[src/design/dsh_pkg.sv]
// Package for the diamond-square heightmap generator.
// Holds shared constants, types and register indexes; depends on nothing.
`timescale 1ns / 1ps
package dsh_pkg;
  localparam int GRID_LOG2_DEF = 6;
  localparam int CFG_IDX_W = 3;
  localparam int DATA_W = 32;

  typedef enum logic [CFG_IDX_W-1:0] {
    REG_MAX_RAND   = 3'd0,
    REG_TIMES_DIV  = 3'd1,
    REG_CORNER_TL  = 3'd2,
    REG_CORNER_FR  = 3'd3,
    REG_CORNER_FC  = 3'd4,
    REG_CORNER_FB  = 3'd5
  } cfg_reg_t;

  // Request to the offset unit and its answer.
  typedef struct packed {
    logic        start;
    logic [30:0] draw;
    logic [9:0]  max_rand;
    logic [15:0] divisor;
  } off_req_t;

  typedef struct packed {
    logic        done;
    logic [41:0] offset;
  } off_rsp_t;
endpackage

[src/design/dsh_offset.sv]
// Iterative offset unit: modulo by the draw range, then rounded division.
// Depends on dsh_pkg.
`timescale 1ns / 1ps
module dsh_offset (
  input  logic              clk,
  input  logic              rst,
  input  dsh_pkg::off_req_t req,
  output dsh_pkg::off_rsp_t rsp
);
  typedef enum logic [2:0] {S_IDLE, S_MUL, S_MOD, S_DIV, S_DONE} st_t;
  st_t st;
  logic [5:0]  cnt;
  logic [30:0] draw;
  logic [25:0] range;
  logic [15:0] td;
  logic [30:0] rem;
  logic [47:0] dividend;
  logic [16:0] drem;
  logic [47:0] quo;
  logic [31:0] rtrial;
  logic [16:0] dtrial;
  logic [26:0] range1;
  logic        done;

  assign range1 = {1'b0, range} + 27'd1;
  assign rtrial = {rem, draw[30]};
  assign dtrial = {drem[15:0], dividend[47]};

  // Restoring modulo over the draw bits, then restoring division by td.
  always_ff @(posedge clk) begin
    if (rst) begin
      st <= S_IDLE;
      done <= 1'b0;
    end else begin
      done <= 1'b0;
      case (st)
        S_IDLE: if (req.start) begin
          td <= (req.divisor == 16'd0) ? 16'd1 : req.divisor;
          draw <= req.draw;
          st <= S_MUL;
        end
        S_MUL: begin
          range <= {16'd0, req.max_rand} * {10'd0, td};
          rem <= '0;
          cnt <= 6'd31;
          st <= S_MOD;
        end
        S_MOD: begin
          if ({1'b0, rtrial} >= {6'd0, range1}) rem <= 31'(rtrial - 32'(range1));
          else rem <= rtrial[30:0];
          draw <= {draw[29:0], 1'b0};
          cnt <= cnt - 6'd1;
          if (cnt == 6'd1) st <= S_DIV;
        end
        S_DIV: begin
          if (cnt == 6'd0) begin
            dividend <= {1'b0, rem, 16'd0} + 48'(td[15:1]);
            drem <= '0;
            cnt <= 6'd48;
          end else begin
            if (dtrial >= {1'b0, td}) begin
              drem <= dtrial - {1'b0, td};
              quo <= {quo[46:0], 1'b1};
            end else begin
              drem <= dtrial;
              quo <= {quo[46:0], 1'b0};
            end
            dividend <= {dividend[46:0], 1'b0};
            cnt <= cnt - 6'd1;
            if (cnt == 6'd1) st <= S_DONE;
          end
        end
        S_DONE: begin
          done <= 1'b1;
          st <= S_IDLE;
        end
        default: st <= S_IDLE;
      endcase
    end
  end
  assign rsp = {done, quo[41:0]};

  a_done_pulse: assert property (@(posedge clk) disable iff (rst)
    rsp.done |=> !rsp.done) else $error("done held");
  a_div_nonzero: assert property (@(posedge clk) disable iff (rst)
    st == S_MOD |-> td != 16'd0) else $error("zero divisor");
  a_rem_range: assert property (@(posedge clk) disable iff (rst)
    st == S_DIV && cnt == 6'd0 |-> {1'b0, rem} < {5'd0, range1})
    else $error("remainder out of range");
endmodule

[config.mk]
export PLATFORM = sky130hd
export DESIGN_NAME = dsh_offset
export DESIGN_NICKNAME = d
export VERILOG_FILES = /design/src/design/dsh_pkg.sv /design/src/design/dsh_offset.sv
export SDC_FILE = /design/constraint.sdc
export NUM_CORES = 1
export LEC_CHECK = 0
export BUFFER_PORTS_ARGS = -buffer_cell sky130_fd_sc_hd__buf_4
export CAP_MARGIN = 40
export CORE_ASPECT_RATIO = 1.75
export CORE_UTILIZATION = 56
export CTS_CLUSTER_SIZE = 40
export DETAILED_ROUTE_END_ITERATION = 16
export PLACE_DENSITY = 0.77
export SKIP_LAST_GASP = 1
export SLEW_MARGIN = 30
export SYNTH_ARGS = -nofsm -noshare
export SYNTH_HDL_FRONTEND = slang
export SYNTH_SLANG_ARGS = --single-unit
[constraint.sdc]
create_clock -name clk -period 5.55 [get_ports clk]
set_input_delay 0.8325 -clock clk [delete_from_list [all_inputs] [get_ports clk]]
set_output_delay 0.8325 -clock clk [all_outputs]
set_load 0.02 [all_outputs]
==> impl_metrics.py, run 1 <==
metrics = {
    "floorplanning": {
        "die_x_um": 132,
        "ios": 103,
        "initial_utilization": 0.573,
        "die_h_um": 229,
        "row_count": 82,
        "design.core.area_um2": 28700,
        "die_area_um2": 30100,
    },
    "placed_design": {
        "hpwl_um": 28000,
        "gp_congestion": 0.939,
        "place_area_um2": 18000,
        "io_buffers": 102,
    },
    "cts": {
        "ctsLongestPathBuffers": 3,
        "cts_buffers": 22,
        "cts.clk_slew.worst_paths_ns": 0.07,
        "cts_tree": "yes",
        "insertion_delay_ns": 0.52,
        "cts.sinks": 220,
        "root_buffer": "clkbuf_16",
        "ctsHoldBuffers": 0,
        "cts.htree.levels": 1,
    },
    "critical_path": {
        "crit_chain": "buf_12 > nand2_2 > fa_1 > inv_1 > fa_1 > fa_1 > fa_1 > inv_1 > fa_1 > inv_1 > ha_4 > and2_4 > a221oi_4 > a21boi_2 > o311a_1 > o21ai_1 > nand2_1 > a21o_1 > a21oi_2 > xnor2_1",
        "arrival_ns": 5.66,
        "critPathBufInv": 4,
        "critPathMaxStageDelay_ns": 0.55,
        "cp_common_cell": "fa_1",
        "reg2reg_depth": 20,
        "cp_max_fo": 5,
        "cp_top_family": "adder cells",
        "critPathCaptureType": "flip-flop",
        "reg2reg_from": "td[7]$_SDFFCE_PN0P_",
        "startpoint_type": "flip-flop",
        "required_ns": 5.81,
        "r2r-end": "range[22]$_DFFE_PP_",
        "cp_slowest_cell": "edfxtp_1",
        "critical_path_class": "flip-flop to flip-flop",
        "r2r_slack_ns": 0.15,
    },
    "final_layout": {
        "design_area_um2": 18900,
        "final_common_cell": "nand2_1",
        "area_growth_pct": 14.6,
        "final_net_count": 2048,
        "n_antenna_cell": 0,
        "final_cell_mix": "310 x nand2_1, 216 x edfxtp_1, 194 x buf_4",
        "final_layout_size_suffix_gt1_frac": 0.160,
        "utilization": 0.657,
    },
    "timing": {
        "holdWs_ns": 0.448,
        "slew_violations": 0,
        "hold_viol": 0,
        "skew_ns": 0.0108,
        "min_period_ns": 5.40,
        "setup_viol": 0,
        "tightest_slew_ns": 0.816,
        "slew_headroom": 0.456,
        "post-route-period-util": 0.973,
        "rsz0062_at_grt": "true",
        "max_freq_mhz": 185,
    },
    "synth": {
        "postSynthAreaPerCell_um2": 10.1,
        "synth_area_leaders": "edfxtp_1 39%, fa_1 14%, ha_1 8.1%",
        "synthArstFlopShare": 0,
        "synth-seq-area-share": 0.399,
        "syn_inst": 1628,
        "ys.warnings.count": 0,
        "synth_top_area_cell": "edfxtp_1",
        "synth-seq-cells": 220,
        "synth_cell_types": 75,
        "synth_nets": 1907,
        "synth_top_area_share": 0.394,
        "synthFlopType": "edfxtp_1",
        "netlist_area_um2": 16500,
        "synth_edf_count": 216,
    },
    "detailed_routing": {
        "wl_um": 36300,
        "route.detailed.drc": 0,
        "drt-pass1-iter-count": 5,
        "dr_total_vias": 12000,
        "drt_iter0_markers": 479,
        "ant_nets": 0,
        "avgViaCountPerCell": 5.57,
        "wire_per_inst_um": 16.8,
    },
    "global_routing": {
        "grt_max_degree": 65,
        "grt_pass1_vias": 12700,
        "grt_util_all_layers": 0.247,
        "antenna_found_initial": 0,
        "grt_pass1_wl_um": 60200,
        "overflow": 0,
    },
    "pwr": {
        "power_density_nw_per_um2": 441,
        "leakagePower_nw": 8.35,
        "irDropWorstVdd_mv": 0.336,
    },
    "status": {
        "status": "complete, no violations",
    },
    "worst_hold_path": {
        "min_to": "quo[1]$_DFFE_PP_",
        "hold_start": "quo[0]$_DFFE_PP_",
        "worstHoldPathType": "flip-flop to flip-flop",
        "worst_hold_path.num_cells": 0,
    },
    "job": {
        "maxCapViolations": 0,
    },
}
-- worst max-delay path by stage --
stage / from / to / slack (ns) / depth (start not counted)
global route: td[7]$_SDFFCE_PN0P_ / range[22]$_DFFE_PP_ / -0.06 / 20
global placement: req[19] / range[25]$_DFFE_PP_ / -0.20 / 20
floorplan: req[25] / range[22]$_DFFE_PP_ / 0.008 / 17
CTS: td[6]$_SDFFCE_PN0P_ / range[22]$_DFFE_PP_ / 0.03 / 19
detailed placement: req[19] / range[25]$_DFFE_PP_ / -0.27 / 20
finish: td[7]$_SDFFCE_PN0P_ / range[22]$_DFFE_PP_ / 0.15 / 20
-- Yosys cell counts (4+ instances only) --
cell / count
or3_1: 8
dfxtp_1: 4
a211oi_1: 10
and3_1: 14
nor2b_1: 13
clkbuf_1: 67
a21oi_1: 56
xnor2_1: 49
ha_1: 107
mux2i_1: 25
edfxtp_1: 216
and2_1: 89
o21a_1: 10
inv_1: 152
nor2_1: 107
nor4_1: 9
o31a_1: 5
nand2_1: 315
nor3_1: 12
o21bai_1: 8
nand4_1: 13
a21oi_2: 7
a21o_1: 35
nand2b_1: 4
o21ai_0: 43
xor2_1: 35
buf_6: 7
o21ai_1: 5
o211ai_1: 6
nand3_1: 24
fa_1: 112
-- through the flow --
step / std cells / setup TNS (ns) / power, mW / setup slack [ns]
global route: 2162 / -0.0938 / 9.02 / -0.0609
floorplan: 1628 / 0 / 5.56 / 0.00829
finish: 2162 / 0 / 8.32 / 0.148
CTS: 2145 / 0 / 8.24 / 0.0340
global placement: 2105 / -0.887 / 6.70 / -0.196
detailed placement: 2106 / -1.71 / 6.84 / -0.273
-- state kept, by name, summed over array words and instances, names as in the netlist --
signal / cells
dividend: 48
quo: 42
draw: 31
rem: 31
range: 26
drem: 16
td: 16
cnt: 6
st: 3
done: 1
-- routing by layer --
metal / part of all wire / wire length, µm / track usage
met5: 0 / 0 / 0
met4: 0.053 / 1930 / 0.142
met3: 0.037 / 1330 / 0.0282
met2: 0.54 / 19800 / 0.469
met1: 0.37 / 13300 / 0.260
-- final cells by class --
class	count	area (µm²)
clock inverter	13	70.1
tap	378	473
timing repair buffer	200	1530
multi-input combinational	1173	9080
inverter	152	571
fill	2237	9850
clock buffer	26	587
sequential	220	6570
-- where the power goes --
| group | internal (mW) | switching (mW) |
|---|---|---|
| clock network | 0.756 | 0.616 |
| logic | 2.20 | 2.44 |
| registers | 2.18 | 0.127 |
| total | 5.14 | 3.19 |
-- timing repair --
item                                    4_1_cts  5_1_grt
resized for setup                             0       12
setup buffers                                 0       16
endpoints found under the setup margin        0        9
-- cells by family (layout without fill, tap and decap cells) --
kind of cell,Yosys count,in the layout,share of synthesized area
XOR/XNOR,84,84,0.0447
AO/OA/AOI/OAI,226,226,0.0952
buffers and inverters,235,391,0.0587
AND/OR/NAND/NOR,618,618,0.169
flip-flops,220,220,0.399
adder cells (fa/ha/maj),219,219,0.217
multiplexers,26,26,0.0159
Note: power is estimated with default switching activity, not from simulation.
==> run 2: changes to the inputs <==
--- a/config.mk
+++ b/config.mk
@@ -12,6 +12,7 @@
 export CTS_CLUSTER_SIZE = 40
 export DETAILED_ROUTE_END_ITERATION = 16
 export PLACE_DENSITY = 0.77
+export SETUP_SLACK_MARGIN = 0.2
 export SKIP_LAST_GASP = 1
 export SLEW_MARGIN = 30
 export SYNTH_ARGS = -nofsm -noshare
==> impl_metrics.py, run 2 (synthesis results as in run 1) <==
metrics = {
    "critical_path": {
        "cp_slowest_cell": "fa_1",
        "crit_chain": "buf_4 > and2_1 > fa_1 > fa_1 > ha_1 > fa_1 > inv_1 > fa_1 > inv_1 > ha_1 > buf_4 > nor3_1 > nor2_1 > o2111ai_4 > a21oi_1 > o22ai_2 > o21bai_1 > a21oi_1 > xnor2_1",
        "reg2reg_from": "td[0]$_SDFFCE_PN1P_",
        "critPathLaunch": "td[0]$_SDFFCE_PN1P_",
        "critPathMaxStageDelay_ns": 0.55,
        "critPathCaptureType": "flip-flop",
        "startpoint_type": "flip-flop",
        "r2r_slack_ns": 0.23,
        "reg2reg_depth": 19,
        "critical_path_class": "flip-flop to flip-flop",
        "r2r-end": "range[23]$_DFFE_PP_",
        "cp_common_cell": "fa_1",
        "required_ns": 5.85,
        "arrival_ns": 5.62,
        "cp_max_fo": 4,
    },
    "global_routing": {
        "grt_pass1_wl_um": 64100,
        "grt_max_degree": 65,
        "overflow": 0,
        "grt_pass1_vias": 12700,
        "antenna_found_initial": 0,
        "grt_util_all_layers": 0.272,
    },
    "detailed_routing": {
        "route.detailed.drc": 0,
        "drt-pass1-iter-count": 5,
        "wl_um": 39700,
        "wire_per_inst_um": 18.2,
        "dr_total_vias": 12100,
        "drt_iter0_markers": 505,
        "ant_nets": 0,
        "avgViaCountPerCell": 5.58,
    },
    "pwr": {
        "power_mw": 8.91,
        "irDropWorstVdd_mv": 0.342,
        "comb_power_share": 0.562,
        "swShare": 0.381,
        "seq_power_share": 0.258,
        "leakagePower_nw": 8.51,
        "power.switching_mw": 3.39,
        "p_int_mw": 5.52,
        "power_density_nw_per_um2": 462,
        "p_clk_frac": 0.180,
    },
    "status": {
        "status": "complete, no violations",
    },
    "placed_design": {
        "gp_congestion": 0.918,
        "dp_worst_setup_slack_ns": -0.210,
        "io_buffers": 102,
        "dp.cells": 2112,
        "hpwl_um": 30400,
    },
    "cts": {
        "root_buffer": "clkbuf_16",
        "cts.clk_slew.worst_paths_ns": 0.07,
        "ctsLongestPathBuffers": 3,
        "ctsHoldBuffers": 0,
        "cts.sinks": 220,
        "cts_buffers": 22,
        "cts.htree.levels": 1,
        "cts_tree": "yes",
        "insertion_delay_ns": 0.55,
    },
    "timing": {
        "rsz0062_at_grt": "true",
        "tightest_slew_ns": 0.743,
        "max_freq_mhz": 188,
        "slew_headroom": 0.500,
        "setup_viol": 0,
        "hold_viol": 0,
        "slew_violations": 0,
        "setup_tns_ns": 0,
        "min_period_ns": 5.32,
        "post-route-period-util": 0.959,
        "skew_ns": 0.0321,
        "setup_ws_ns": 0.228,
    },
    "final_layout": {
        "final_net_count": 2065,
        "largest_register_ffs": 48,
        "n_antenna_cell": 0,
        "final_layout_size_suffix_gt1_frac": 0.178,
        "final_common_cell": "nand2_1",
        "reg.largest.list": "dividend: 48 flops, quo: 42 flops",
        "n_fill_cell": 2238,
        "fin_cells": 2179,
        "largest-register": "dividend",
        "area_growth_pct": 17.1,
        "final_cell_mix": "305 x nand2_1, 216 x edfxtp_1, 206 x buf_4",
    },
    "worst_hold_path": {
        "worst_hold_path.num_cells": 0,
        "hold_start": "quo[18]$_DFFE_PP_",
        "worstHoldPathType": "flip-flop to flip-flop",
        "min_to": "quo[19]$_DFFE_PP_",
    },
    "floorplanning": {
        "die_x_um": 132,
        "design.core.area_um2": 28700,
        "die_h_um": 229,
        "die_area_um2": 30100,
        "ios": 103,
        "initial_utilization": 0.573,
        "row_count": 82,
    },
    "job": {
        "maxCapViolations": 0,
    },
}
## run 2: cell types whose count changed in the layout (fill, tap and decap cells not counted), sizes merged
cell	before	now
bufinv	0	5
clkinv	10	9
clkbuf	27	25
buf	199	216
clkinvlp	3	1
## run 2: final cells by class
type                       instances  area (µm²)  area share
timing repair buffer             217        1730      0.0895
inverter                         152         571      0.0296
multi-input combinational       1173        9160       0.475
clock buffer                      24         558      0.0289
sequential                       220        6570       0.341
tap                              378         473      0.0245
clock inverter                    15         221      0.0115
## run 2: timing repair
action	4_1_cts	5_1_grt
resized for setup	1	18
pin swaps	0	18
buffers inserted	20	5
setup endpoints to repair	6	8
## run 2: per-layer routing
metal	GRT usage	up-vias	routed length [µm]
met3	0.0246	139	1370
met4	0.177	0	2620
met2	0.527	356	22000
met1	0.272	5877	13700
met5	0	-	0
li1	-	5777	-
## run 2: per-stage QoR
| stage | cell area, µm² | util | hold slack (ns) |
|---|---|---|---|
| detailed placement | 18100 | 0.632 | 0.435 |
| global route | 19300 | 0.671 | 0.453 |
| global placement | 18100 | 0.631 | 0.435 |
| floorplan | 16700 | - | 0.484 |
| CTS | 19100 | 0.666 | 0.451 |
| finish | 19300 | 0.671 | 0.454 |
## run 2: critical path: cells and delay by family (launching register included)
kind | cells | cell delay [ns]
AO/OA/AOI/OAI | 5 | 0.87
XOR/XNOR | 1 | 0.14
adder cells (fa/ha/maj) | 6 | 2.66
buffers and inverters | 4 | 0.47
flip-flops | 1 | 0.53
AND/OR/NAND/NOR | 3 | 0.39
## run 2: worst max-delay path by stage
stage / endpoint / slack, ns / depth (start not counted)
4_1_cts: range[24]$_DFFE_PP_ / 0.21 / 20
2_1_floorplan: range[22]$_DFFE_PP_ / 0.04 / 19
3_3_place_gp: range[25]$_DFFE_PP_ / -0.13 / 19
3_5_place_dp: range[22]$_DFFE_PP_ / -0.21 / 20
6_report: range[23]$_DFFE_PP_ / 0.23 / 19
5_1_grt: range[22]$_DFFE_PP_ / 0.03 / 19
## run 2: power by group through the flow
stage	clock [mW]	combinational [mW]	sequential [mW]
4_1_cts	1.64	4.79	2.30
2_1_floorplan	0	3.37	2.30
3_5_place_dp	0	4.72	2.35
5_1_grt	1.70	5.55	2.32
3_3_place_gp	0	4.62	2.34
6_report	1.61	5.00	2.30
